**config.mk**
```make
export PLATFORM = sky130hd
export DESIGN_NAME = bit_packet_assembler_crc
export DESIGN_NICKNAME = d
export VERILOG_FILES = /design/src/rtl/bpa_pkg.sv /design/src/rtl/bpa_front.sv /design/src/rtl/bpa_back.sv /design/src/rtl/bit_packet_assembler_crc.sv
export SDC_FILE = /design/constraint.sdc
export NUM_CORES = 2
export LEC_CHECK = 0
export BUFFER_PORTS_ARGS = -buffer_cell sky130_fd_sc_hd__buf_2
export CORE_AREA = 3 3 553 555
export DETAILED_ROUTE_END_ITERATION = 8
export DIE_AREA = 0 0 556 558
export SLEW_MARGIN = 15
export SYNTH_ARGS = -nofsm -noshare
export SYNTH_HDL_FRONTEND = slang
export SYNTH_HIERARCHICAL = 1
export SYNTH_SLANG_ARGS = --single-unit
```
**constraint.sdc**
```tcl
create_clock -name clk -period 8.38 [get_ports clk]
set_clock_uncertainty 0.05 [all_clocks]
set_input_delay 0.838 -clock clk [delete_from_list [all_inputs] [get_ports clk]]
set_output_delay 0.838 -clock clk [all_outputs]
set_load 0.02 [all_outputs]
```
**src/rtl/bpa_pkg.sv**
```systemverilog
// Package for the bit packet assembler: command codes, payload structs,
// queue entry type and the CRC byte step. No dependencies.
`default_nettype none
package bpa_pkg;
  localparam logic [2:0] CMD_CLEAR  = 3'd0;
  localparam logic [2:0] CMD_APPEND = 3'd1;
  localparam logic [2:0] CMD_PAD    = 3'd2;
  localparam logic [2:0] CMD_READ   = 3'd3;
  localparam logic [2:0] CMD_CRC    = 3'd4;

  localparam logic [15:0] CRC_POLY = 16'h1021;
  localparam logic [15:0] CRC_SEED = 16'hFFFF;

  typedef struct packed {
    logic [2:0]  cmd;
    logic [31:0] value;
    logic [5:0]  bit_count;
    logic        msb_first;
    logic [9:0]  position;
  } in_item_t;

  typedef struct packed {
    logic [31:0] data_out;
    logic [15:0] crc_out;
    logic [10:0] fill_bits;
    logic        status;
  } out_item_t;

  typedef enum logic [2:0] {
    OP_NONE,
    OP_CLEAR,
    OP_APPEND,
    OP_PAD,
    OP_READ,
    OP_CRC
  } op_t;

  typedef struct packed {
    op_t         op;
    logic [31:0] value;
    logic [5:0]  bit_count;
    logic        msb_first;
    logic [9:0]  position;
  } task_t;

  typedef enum logic [2:0] {
    ST_IDLE,
    ST_RD,
    ST_WR,
    ST_CRC,
    ST_OUT
  } state_t;

  function automatic logic [15:0] crc_byte(input logic [15:0] crc_in,
                                           input logic [7:0] byte_in);
    logic [15:0] c;
    c = crc_in;
    for (int i = 0; i < 8; i++) begin
      c = c ^ {byte_in[i], 15'd0};
      c = c[15] ? ({c[14:0], 1'b0} ^ CRC_POLY) : {c[14:0], 1'b0};
    end
    return c;
  endfunction
endpackage
`default_nettype wire

```
**src/rtl/bpa_front.sv**
```systemverilog
// Front end: accepts command items, classifies them and pushes tasks into
// a two-entry queue. Depends on bpa_pkg.
`default_nettype none
module bpa_front (
  input  wire logic             clk,
  input  wire logic             rst_n,
  input  wire logic             in_valid,
  output logic                  in_stall,
  input  wire bpa_pkg::in_item_t in_data,
  output logic                  q_valid,
  output bpa_pkg::task_t        q_task,
  input  wire logic             q_pop
);
  bpa_pkg::task_t q_r [2];
  logic [1:0] cnt_r, cnt_nxt;
  logic       rd_r, rd_nxt;
  logic       wr_r, wr_nxt;
  logic       push;
  bpa_pkg::task_t t;

  assign in_stall = (cnt_r == 2'd2);
  assign push     = in_valid && !in_stall;
  assign q_valid  = (cnt_r != 2'd0);
  assign q_task   = q_r[rd_r];

  always_comb begin
    t.value     = in_data.value;
    t.bit_count = in_data.bit_count;
    t.msb_first = in_data.msb_first;
    t.position  = in_data.position;
    unique case (in_data.cmd)
      bpa_pkg::CMD_CLEAR:  t.op = bpa_pkg::OP_CLEAR;
      bpa_pkg::CMD_APPEND: t.op = bpa_pkg::OP_APPEND;
      bpa_pkg::CMD_PAD:    t.op = bpa_pkg::OP_PAD;
      bpa_pkg::CMD_READ:   t.op = bpa_pkg::OP_READ;
      bpa_pkg::CMD_CRC:    t.op = bpa_pkg::OP_CRC;
      default:             t.op = bpa_pkg::OP_NONE;
    endcase
  end

  always_comb begin
    cnt_nxt = cnt_r + {1'b0, push} - {1'b0, q_pop};
    rd_nxt  = rd_r ^ q_pop;
    wr_nxt  = wr_r ^ push;
  end

  always_ff @(posedge clk) begin
    if (!rst_n) begin
      cnt_r <= 2'd0;
      rd_r  <= 1'b0;
      wr_r  <= 1'b0;
    end else begin
      cnt_r <= cnt_nxt;
      rd_r  <= rd_nxt;
      wr_r  <= wr_nxt;
    end
    if (push) q_r[wr_r] <= t;
  end
endmodule
`default_nettype wire

```
**src/rtl/bpa_back.sv**
```systemverilog
// Back end: executes tasks on the packet store (a 64-bit word memory),
// walks bytes for CRC and holds the result register. Depends on bpa_pkg.
`default_nettype none
module bpa_back #(
  parameter int PACKET_BITS = 1024
) (
  input  wire logic             clk,
  input  wire logic             rst_n,
  input  wire logic             q_valid,
  input  wire bpa_pkg::task_t   q_task,
  output logic                  q_pop,
  output logic                  out_valid,
  input  wire logic             out_stall,
  output bpa_pkg::out_item_t    out_data
);
  localparam int WORDS = (PACKET_BITS + 63) / 64;
  localparam int WAW   = (WORDS > 1) ? $clog2(WORDS) : 1;
  localparam int PW    = $clog2(PACKET_BITS + 1);
  localparam int BW    = $clog2(PACKET_BITS / 8 + 1);

  logic [63:0]  mem [WORDS];
  logic [WORDS-1:0] vld_r;

  bpa_pkg::state_t st_r, st_nxt;
  bpa_pkg::task_t  tk_r;
  logic [PW-1:0]   ptr_r;
  logic [WAW-1:0]  wa_r;
  logic            half_r;
  logic [63:0]     w0_r, w1_r;
  logic [63:0]     rd_q;
  logic [BW-1:0]   bi_r, bend_r;
  logic [15:0]     crc_r;
  bpa_pkg::out_item_t res_r;
  logic            ov_r;
  logic            vq_r;
  logic [63:0]     rdv;
  logic            rpend_r;
  logic            ph_r;

  logic [PW:0]     app_end, pad_end, rd_end;
  logic [6:0]      padn;
  logic            len_ok;
  logic [5:0]      boff;
  logic [127:0]    win, mask, fld, nwin;
  logic [31:0]     vsel, rsel, rraw;
  logic [WAW-1:0]  raddr;
  logic            rd_en;
  logic [7:0]      cbyte;
  logic [BW-1:0]   pe;
  bpa_pkg::out_item_t res_nxt;
  logic [PW-1:0]   ptr_nxt;

  assign out_valid = ov_r;
  assign out_data  = res_r;

  always_comb begin
    len_ok  = (tk_r.bit_count >= 6'd1) && (tk_r.bit_count <= 6'd32);
    app_end = {1'b0, ptr_r} + (PW+1)'(tk_r.bit_count);
    padn    = 7'd8 - 7'(ptr_r[2:0]);
    pad_end = {1'b0, ptr_r} + (PW+1)'(padn);
    rd_end  = (PW+1)'(tk_r.position) + (PW+1)'(tk_r.bit_count);
    pe      = BW'((PW+1)'(ptr_r) + (PW+1)'(1) >> 3);
  end

  // window of two 64-bit words around the field; the upper word comes
  // straight from the read port in the cycle it arrives
  always_comb begin
    logic [PW-1:0] base;
    base = (tk_r.op == bpa_pkg::OP_READ) ? PW'(tk_r.position) : ptr_r;
    boff = base[5:0];
    win  = {(rpend_r && !half_r) ? rdv : w1_r, w0_r};
    for (int i = 0; i < 32; i++) begin
      vsel[i] = tk_r.msb_first ? ((6'(i) < tk_r.bit_count) ?
                tk_r.value[5'(tk_r.bit_count - 6'd1 - 6'(i))] : 1'b0) :
                tk_r.value[i];
    end
    if (tk_r.op == bpa_pkg::OP_PAD) begin
      mask = 128'((64'd1 << padn) - 64'd1) << boff;
      fld  = 128'd0;
    end else begin
      mask = 128'((64'd1 << tk_r.bit_count) - 64'd1) << boff;
      fld  = (128'(vsel) << boff) & mask;
    end
    nwin = (win & ~mask) | fld;
    rraw = 32'(win >> boff) & 32'((64'd1 << tk_r.bit_count) - 64'd1);
    for (int i = 0; i < 32; i++) begin
      rsel[i] = tk_r.msb_first ? ((6'(i) < tk_r.bit_count) ?
                rraw[5'(tk_r.bit_count - 6'd1 - 6'(i))] : 1'b0) : rraw[i];
    end
  end

  always_comb begin
    cbyte = rdv[8*bi_r[2:0] +: 8];
  end

  always_comb begin
    res_nxt = '0;
    ptr_nxt = ptr_r;
    unique case (tk_r.op)
      bpa_pkg::OP_CLEAR: ptr_nxt = '0;
      bpa_pkg::OP_APPEND:
        if (len_ok && app_end <= (PW+1)'(PACKET_BITS)) ptr_nxt = PW'(app_end);
        else res_nxt.status = 1'b1;
      bpa_pkg::OP_PAD:
        if (pad_end <= (PW+1)'(PACKET_BITS)) ptr_nxt = PW'(pad_end);
        else res_nxt.status = 1'b1;
      bpa_pkg::OP_READ:
        if (len_ok && rd_end <= (PW+1)'(PACKET_BITS)) res_nxt.data_out = rsel;
        else res_nxt.status = 1'b1;
      bpa_pkg::OP_CRC: res_nxt.crc_out = ~crc_r;
      default: res_nxt.status = 1'b1;
    endcase
    res_nxt.fill_bits = 11'(ptr_nxt);
  end

  always_comb begin
    st_nxt = st_r;
    unique case (st_r)
      bpa_pkg::ST_IDLE: if (q_valid && !ov_r) st_nxt = bpa_pkg::ST_RD;
      bpa_pkg::ST_RD:   if (half_r) begin
        priority if ((tk_r.op == bpa_pkg::OP_APPEND && len_ok &&
                      app_end <= (PW+1)'(PACKET_BITS)) ||
                     (tk_r.op == bpa_pkg::OP_PAD &&
                      pad_end <= (PW+1)'(PACKET_BITS)))
          st_nxt = bpa_pkg::ST_WR;
        else if (tk_r.op == bpa_pkg::OP_CRC && 16'(tk_r.position) < 16'(bend_r))
          st_nxt = bpa_pkg::ST_CRC;
        else
          st_nxt = bpa_pkg::ST_OUT;
      end
      bpa_pkg::ST_WR:   if (half_r) st_nxt = bpa_pkg::ST_OUT;
      bpa_pkg::ST_CRC:  if (ph_r && bi_r + BW'(1) == bend_r) st_nxt = bpa_pkg::ST_OUT;
      bpa_pkg::ST_OUT:  st_nxt = bpa_pkg::ST_IDLE;
      default:          st_nxt = bpa_pkg::ST_IDLE;
    endcase
  end

  // pop and read-port control; in the crc byte walk a byte is fetched while ph_r is low and folded while it is high
  always_comb begin
    q_pop = (st_r == bpa_pkg::ST_IDLE) && q_valid && !ov_r;
    rd_en = 1'b0;
    raddr = wa_r;
    unique case (st_r)
      bpa_pkg::ST_RD:  begin rd_en = 1'b1; raddr = wa_r + WAW'(half_r); end
      bpa_pkg::ST_CRC: begin rd_en = !ph_r; raddr = WAW'(bi_r >> 3); end
      default: ;
    endcase
  end

  // read, with a registered data path; unwritten words read zero
  always_ff @(posedge clk) begin
    if (rd_en) rd_q <= mem[raddr];
    vq_r <= vld_r[raddr];
  end
  assign rdv = vq_r ? rd_q : 64'd0;

  always_ff @(posedge clk) begin
    if (!rst_n) begin
      st_r    <= bpa_pkg::ST_IDLE;
      ptr_r   <= '0;
      ov_r    <= 1'b0;
      vld_r   <= '0;
      half_r  <= 1'b0;
      rpend_r <= 1'b0;
      ph_r    <= 1'b0;
    end else begin
      st_r <= st_nxt;
      if (ov_r && !out_stall) ov_r <= 1'b0;
      rpend_r <= (st_r == bpa_pkg::ST_RD);
      if (rpend_r) begin
        if (!half_r) w1_r <= rdv; else w0_r <= rdv;
      end
      unique case (st_r)
        bpa_pkg::ST_IDLE: begin
          half_r <= 1'b0;
          ph_r   <= 1'b0;
          if (q_pop) begin
            tk_r <= q_task;
            wa_r <= (q_task.op == bpa_pkg::OP_READ) ?
                    WAW'(q_task.position >> 6) : WAW'(ptr_r >> 6);
            bend_r <= (pe > BW'(PACKET_BITS / 8)) ? BW'(PACKET_BITS / 8) : pe;
            bi_r   <= BW'(q_task.position);
            crc_r  <= bpa_pkg::CRC_SEED;
          end
        end
        bpa_pkg::ST_RD: half_r <= ~half_r;
        bpa_pkg::ST_WR: begin
          half_r <= ~half_r;
          if (!half_r) begin
            mem[wa_r] <= nwin[63:0];
            vld_r[wa_r] <= 1'b1;
          end else if (wa_r != WAW'(WORDS - 1)) begin
            mem[wa_r + WAW'(1)] <= nwin[127:64];
            vld_r[wa_r + WAW'(1)] <= 1'b1;
          end
        end
        bpa_pkg::ST_CRC: begin
          ph_r <= ~ph_r;
          if (ph_r) begin
            bi_r  <= bi_r + BW'(1);
            crc_r <= bpa_pkg::crc_byte(crc_r, cbyte);
          end
        end
        bpa_pkg::ST_OUT: begin
          ov_r  <= 1'b1;
          res_r <= res_nxt;
          ptr_r <= ptr_nxt;
        end
        default: ;
      endcase
    end
  end
endmodule
`default_nettype wire

```
**src/rtl/bit_packet_assembler_crc.sv**
```systemverilog
// Top level of the bit packet assembler with CRC-16.
// Throughput: the back end runs one item at a time and takes the next the cycle
// after its result is accepted; a two-entry queue decouples the input.
// Reset: synchronous active-low clears pointer, queue and store valid bits.
`default_nettype none
module bit_packet_assembler_crc #(
  parameter int PACKET_BITS = 1024
) (
  input  wire logic               clk,
  input  wire logic               rst_n,
  input  wire logic               in_valid,
  output logic                    in_stall,
  input  wire bpa_pkg::in_item_t  in_data,
  output logic                    out_valid,
  input  wire logic               out_stall,
  output bpa_pkg::out_item_t      out_data
);
  logic           q_valid, q_pop;
  bpa_pkg::task_t q_task;

  bpa_front u_front (
    .clk(clk), .rst_n(rst_n), .in_valid(in_valid), .in_stall(in_stall),
    .in_data(in_data), .q_valid(q_valid), .q_task(q_task), .q_pop(q_pop)
  );

  bpa_back #(.PACKET_BITS(PACKET_BITS)) u_back (
    .clk(clk), .rst_n(rst_n), .q_valid(q_valid), .q_task(q_task),
    .q_pop(q_pop), .out_valid(out_valid), .out_stall(out_stall),
    .out_data(out_data)
  );
endmodule
`default_nettype wire
```
==> out/qor.yml <==
cellPowerDensity_mw_per_mm2: 346
fin_setup_tns_ns: 0
timing.critical_path.from_type: "flop"
yosysWarningCount: 6
leakagePower_nw: 34.5
floorplan.rows: 202
syn_area_per_cell_sq_um: 11.6
drt_first_pass_iters: 7
grt_setup_unrepaired: "no"
netlist.top_cell.by_area: "sky130_fd_sc_hd__edfxtp_1"
avgRoutedWirePerCell_um: 37.8
area.sequential_sq_mm: 0.0449
drive_above_1_share: 0.189
syn2layout_area_growth_pct: 13.7
timing.final.crit_period_ns: 7.58
syn-num-nets: 7917
max_clk_rate_mhz: 132
post_cts_buffers: 0
tritoncts: "yes"
routed_wl_mm: 454
final.fill_count: 29708
cts-root-to-sink-buffers: 4
cts-htree-levels: 4
dieArea_sq_mm: 0.310
grt_first_pass_wirelength_mm: 615
place_congestion: 1.07
drt_iter0_markers: 10960
detailed_place_hpwl_mm: 334
final.period_utilization: 0.904
p_total_mw: 35.5
core_sq_mm: 0.302
first_global_vias: 70923
timing.hold.worst.class: "in2reg"
synth_top_area_frac: 0.489
grt_antenna_before_repair: 30
yosysSeqAreaShare: 0.497
crit_arrival_ns: 8.18
clk_root_buffer_cell: "sky130_fd_sc_hd__clkbuf_16"
end_kind: "flop"
io_count: 118
synth.top_cells.by_area: "sky130_fd_sc_hd__edfxtp_1 (49%), sky130_fd_sc_hd__mux4_2 (8.5%), sky130_fd_sc_hd__mux2i_1 (5.4%)"
number_of_library_cell_types_mapped_by_synthesis: 112
port_buffers: 117
synth-edff-count: 1468
global_route.overflow_total: 0
final_antenna_net_count: 0
drt-vias-per-instance: 6.33
die_width_um: 556
cts-resized-gates: 0
synth_flop_cell: "sky130_fd_sc_hd__edfxtp_1"
timing.final.max_slew_violations: 0
die_height_um: 558
floorplan.initialDensity: 0.299
worst_skew_pair.late_latency_ns: 0.88
fraction_of_registers_with_async_set_reset: 0
timing.final.setup_violations: 0
worst_slew_pin_slew_ns: 1.37
grt.total_usage: 0.283
cts.reportedPaths.clkPinSlew_ns: 0.06
ir_worst_vdd_mv: 0.236
synthCells: 7799
multi_input_area_sq_mm: 0.0429
tritoncts.num_buffers: 163
post_synthesis_cell_area_sq_mm: 0.0902
ctsHoldBuffers: 0
max_slew_margin: 0.0777
postSynthRegisterBits: 1508
drcViolationCount: 0
critPathRequiredTime_ns: 8.99
cp_max_fo: 16
max_cap_viol_count: 0
criticalPathCategory: "reg2reg"
pin_count_of_the_biggest_net_entering_global_routing: 132
finalHoldViolCount: 0
routed_via_count: 76080
cts.sink_count: 1508
outcome: "finished clean"
finish.net_count: 8026
## logic make-up after synthesis
family,after synthesis,share of synthesized area
buf+inv,716,0.0339
mux,1011,0.164
xor+xnor,138,0.0142
compound gates,2214,0.167
flops,1508,0.497
simple gates,2150,0.114
fa+ha+maj,62,0.00876
## stage by stage
step                instance area (sq um)  setup slack (ns)  instances   util  hold slack [ns]
finish                             103000             0.803      12022  0.340            0.147
global route                       103000             0.796      12004  0.340            0.112
CTS                                103000              1.14      11998  0.339            0.113
detailed placement                  97400              1.17      11721  0.322            0.392
global placement                    97400              1.12      11719  0.322            0.385
floorplan                           90200             0.506       7799      -            0.370
## synth_stat cells (69+ instances only)
library cell	count
sky130_fd_sc_hd__nor2_1	497
sky130_fd_sc_hd__a31oi_1	69
sky130_fd_sc_hd__nor2b_1	111
sky130_fd_sc_hd__mux2_2	130
sky130_fd_sc_hd__a211oi_1	189
sky130_fd_sc_hd__xnor2_1	102
sky130_fd_sc_hd__nand4_1	69
sky130_fd_sc_hd__o21ai_0	424
sky130_fd_sc_hd__nand3_1	193
sky130_fd_sc_hd__mux4_2	339
sky130_fd_sc_hd__a22oi_1	106
sky130_fd_sc_hd__inv_1	83
sky130_fd_sc_hd__o22ai_1	122
sky130_fd_sc_hd__nand2_1	682
sky130_fd_sc_hd__nor3_1	168
sky130_fd_sc_hd__mux2i_1	485
sky130_fd_sc_hd__clkbuf_1	365
sky130_fd_sc_hd__and2_1	100
sky130_fd_sc_hd__edfxtp_1	1468
sky130_fd_sc_hd__buf_1	98
sky130_fd_sc_hd__a21oi_1	436
sky130_fd_sc_hd__buf_2	130
sky130_fd_sc_hd__o211ai_1	140
## critical path: stages (launching register included)
cell,delay [ns]
sky130_fd_sc_hd__edfxtp_1,0.40
sky130_fd_sc_hd__inv_1,0.27
sky130_fd_sc_hd__ha_4,0.19
sky130_fd_sc_hd__or3b_2,0.52
sky130_fd_sc_hd__nor3_1,0.21
sky130_fd_sc_hd__buf_4,0.23
sky130_fd_sc_hd__inv_1,0.08
sky130_fd_sc_hd__ha_1,0.34
sky130_fd_sc_hd__or3b_2,0.28
sky130_fd_sc_hd__o21a_1,0.16
sky130_fd_sc_hd__buf_4,0.26
sky130_fd_sc_hd__nor3_1,0.09
sky130_fd_sc_hd__o31ai_1,0.56
sky130_fd_sc_hd__a31oi_1,0.17
sky130_fd_sc_hd__a22oi_1,0.65
sky130_fd_sc_hd__mux2i_1,0.53
sky130_fd_sc_hd__a221oi_1,0.98
sky130_fd_sc_hd__o22a_1,0.31
sky130_fd_sc_hd__nor4_1,0.07
sky130_fd_sc_hd__buf_4,0.18
sky130_fd_sc_hd__o21ai_1,0.54
sky130_fd_sc_hd__buf_4,0.32
## final timing paths
path | startpoint | endpoint | slack (ns) | cells past startpoint
setup reg to reg | u_back/tk_r[12] | u_back/mem[0][45] | 0.80 | 21
setup / recovery | u_back/tk_r[12] | u_back/mem[0][45] | 0.80 | 21
hold / removal | in_data[24] | u_front/q_r[1][24] | 0.15 | 1
hold reg to reg | u_back/vld_r[5] | u_back/vld_r[5] | 0.40 | 2
## final cells by class
type,instances,share of cell area
Antenna cell,24,0.000585
Tap cell,3978,0.0485
Sequential cell,1508,0.437
Timing Repair Buffer,567,0.0417
Clock inverter,89,0.00897
Inverter,93,0.00340
Clock buffer,188,0.0412
Multi-Input combinational cell,5575,0.418
## power by group
group | switching (mW) | internal (mW)
Sequential | 0.339 | 9.95
Clock | 2.94 | 4.15
Combinational | 12.4 | 5.70
## sequential cells by signal, summed over array words and instances, names as in the netlist, 52 cells and up, named ones only
name / flops
u_back/mem: 1024
u_back/out_data: 60
u_back/rd_q: 64
u_back/tk_r: 52
u_back/w0_r: 64
u_back/w1_r: 64
u_front/q_r: 104
## placed cells by master, fill, tap and decap left out, types with 50 or more instances in the layout
| master | count |
|---|---|
| sky130_fd_sc_hd__edfxtp_1 | 1468 |
| sky130_fd_sc_hd__nand2_1 | 679 |
| sky130_fd_sc_hd__mux2i_1 | 471 |
| sky130_fd_sc_hd__nor2_1 | 460 |
| sky130_fd_sc_hd__a21oi_1 | 430 |
| sky130_fd_sc_hd__buf_4 | 425 |
| sky130_fd_sc_hd__o21ai_0 | 414 |
| sky130_fd_sc_hd__mux4_2 | 339 |
| sky130_fd_sc_hd__nand3_1 | 192 |
| sky130_fd_sc_hd__a211oi_1 | 187 |
| sky130_fd_sc_hd__nor3_1 | 166 |
| sky130_fd_sc_hd__clkbuf_16 | 165 |
| sky130_fd_sc_hd__o211ai_1 | 140 |
| sky130_fd_sc_hd__mux2_2 | 127 |
| sky130_fd_sc_hd__o22ai_1 | 122 |
| sky130_fd_sc_hd__buf_2 | 117 |
| sky130_fd_sc_hd__nor2b_1 | 109 |
| sky130_fd_sc_hd__a22oi_1 | 106 |
| sky130_fd_sc_hd__xnor2_1 | 100 |
| sky130_fd_sc_hd__and2_1 | 97 |
| sky130_fd_sc_hd__inv_1 | 83 |
| sky130_fd_sc_hd__a31oi_1 | 69 |
| sky130_fd_sc_hd__nand4_1 | 69 |
| sky130_fd_sc_hd__a221oi_1 | 62 |
| sky130_fd_sc_hd__ha_1 | 57 |
| sky130_fd_sc_hd__mux2_4 | 55 |
| sky130_fd_sc_hd__o221ai_1 | 50 |
## metal layers
| metal | global-route usage | vias to the layer above | routed length (um) |
|---|---|---|---|
| met5 | 0 | - | 74 |
| met4 | 0.189 | 12 | 37400 |
| met3 | 0.0537 | 1062 | 39800 |
| met2 | 0.419 | 4775 | 193000 |
| met1 | 0.375 | 39027 | 184000 |
| li1 | - | 31204 | - |
No activity file was read; power rests on OpenSTA's default activity.
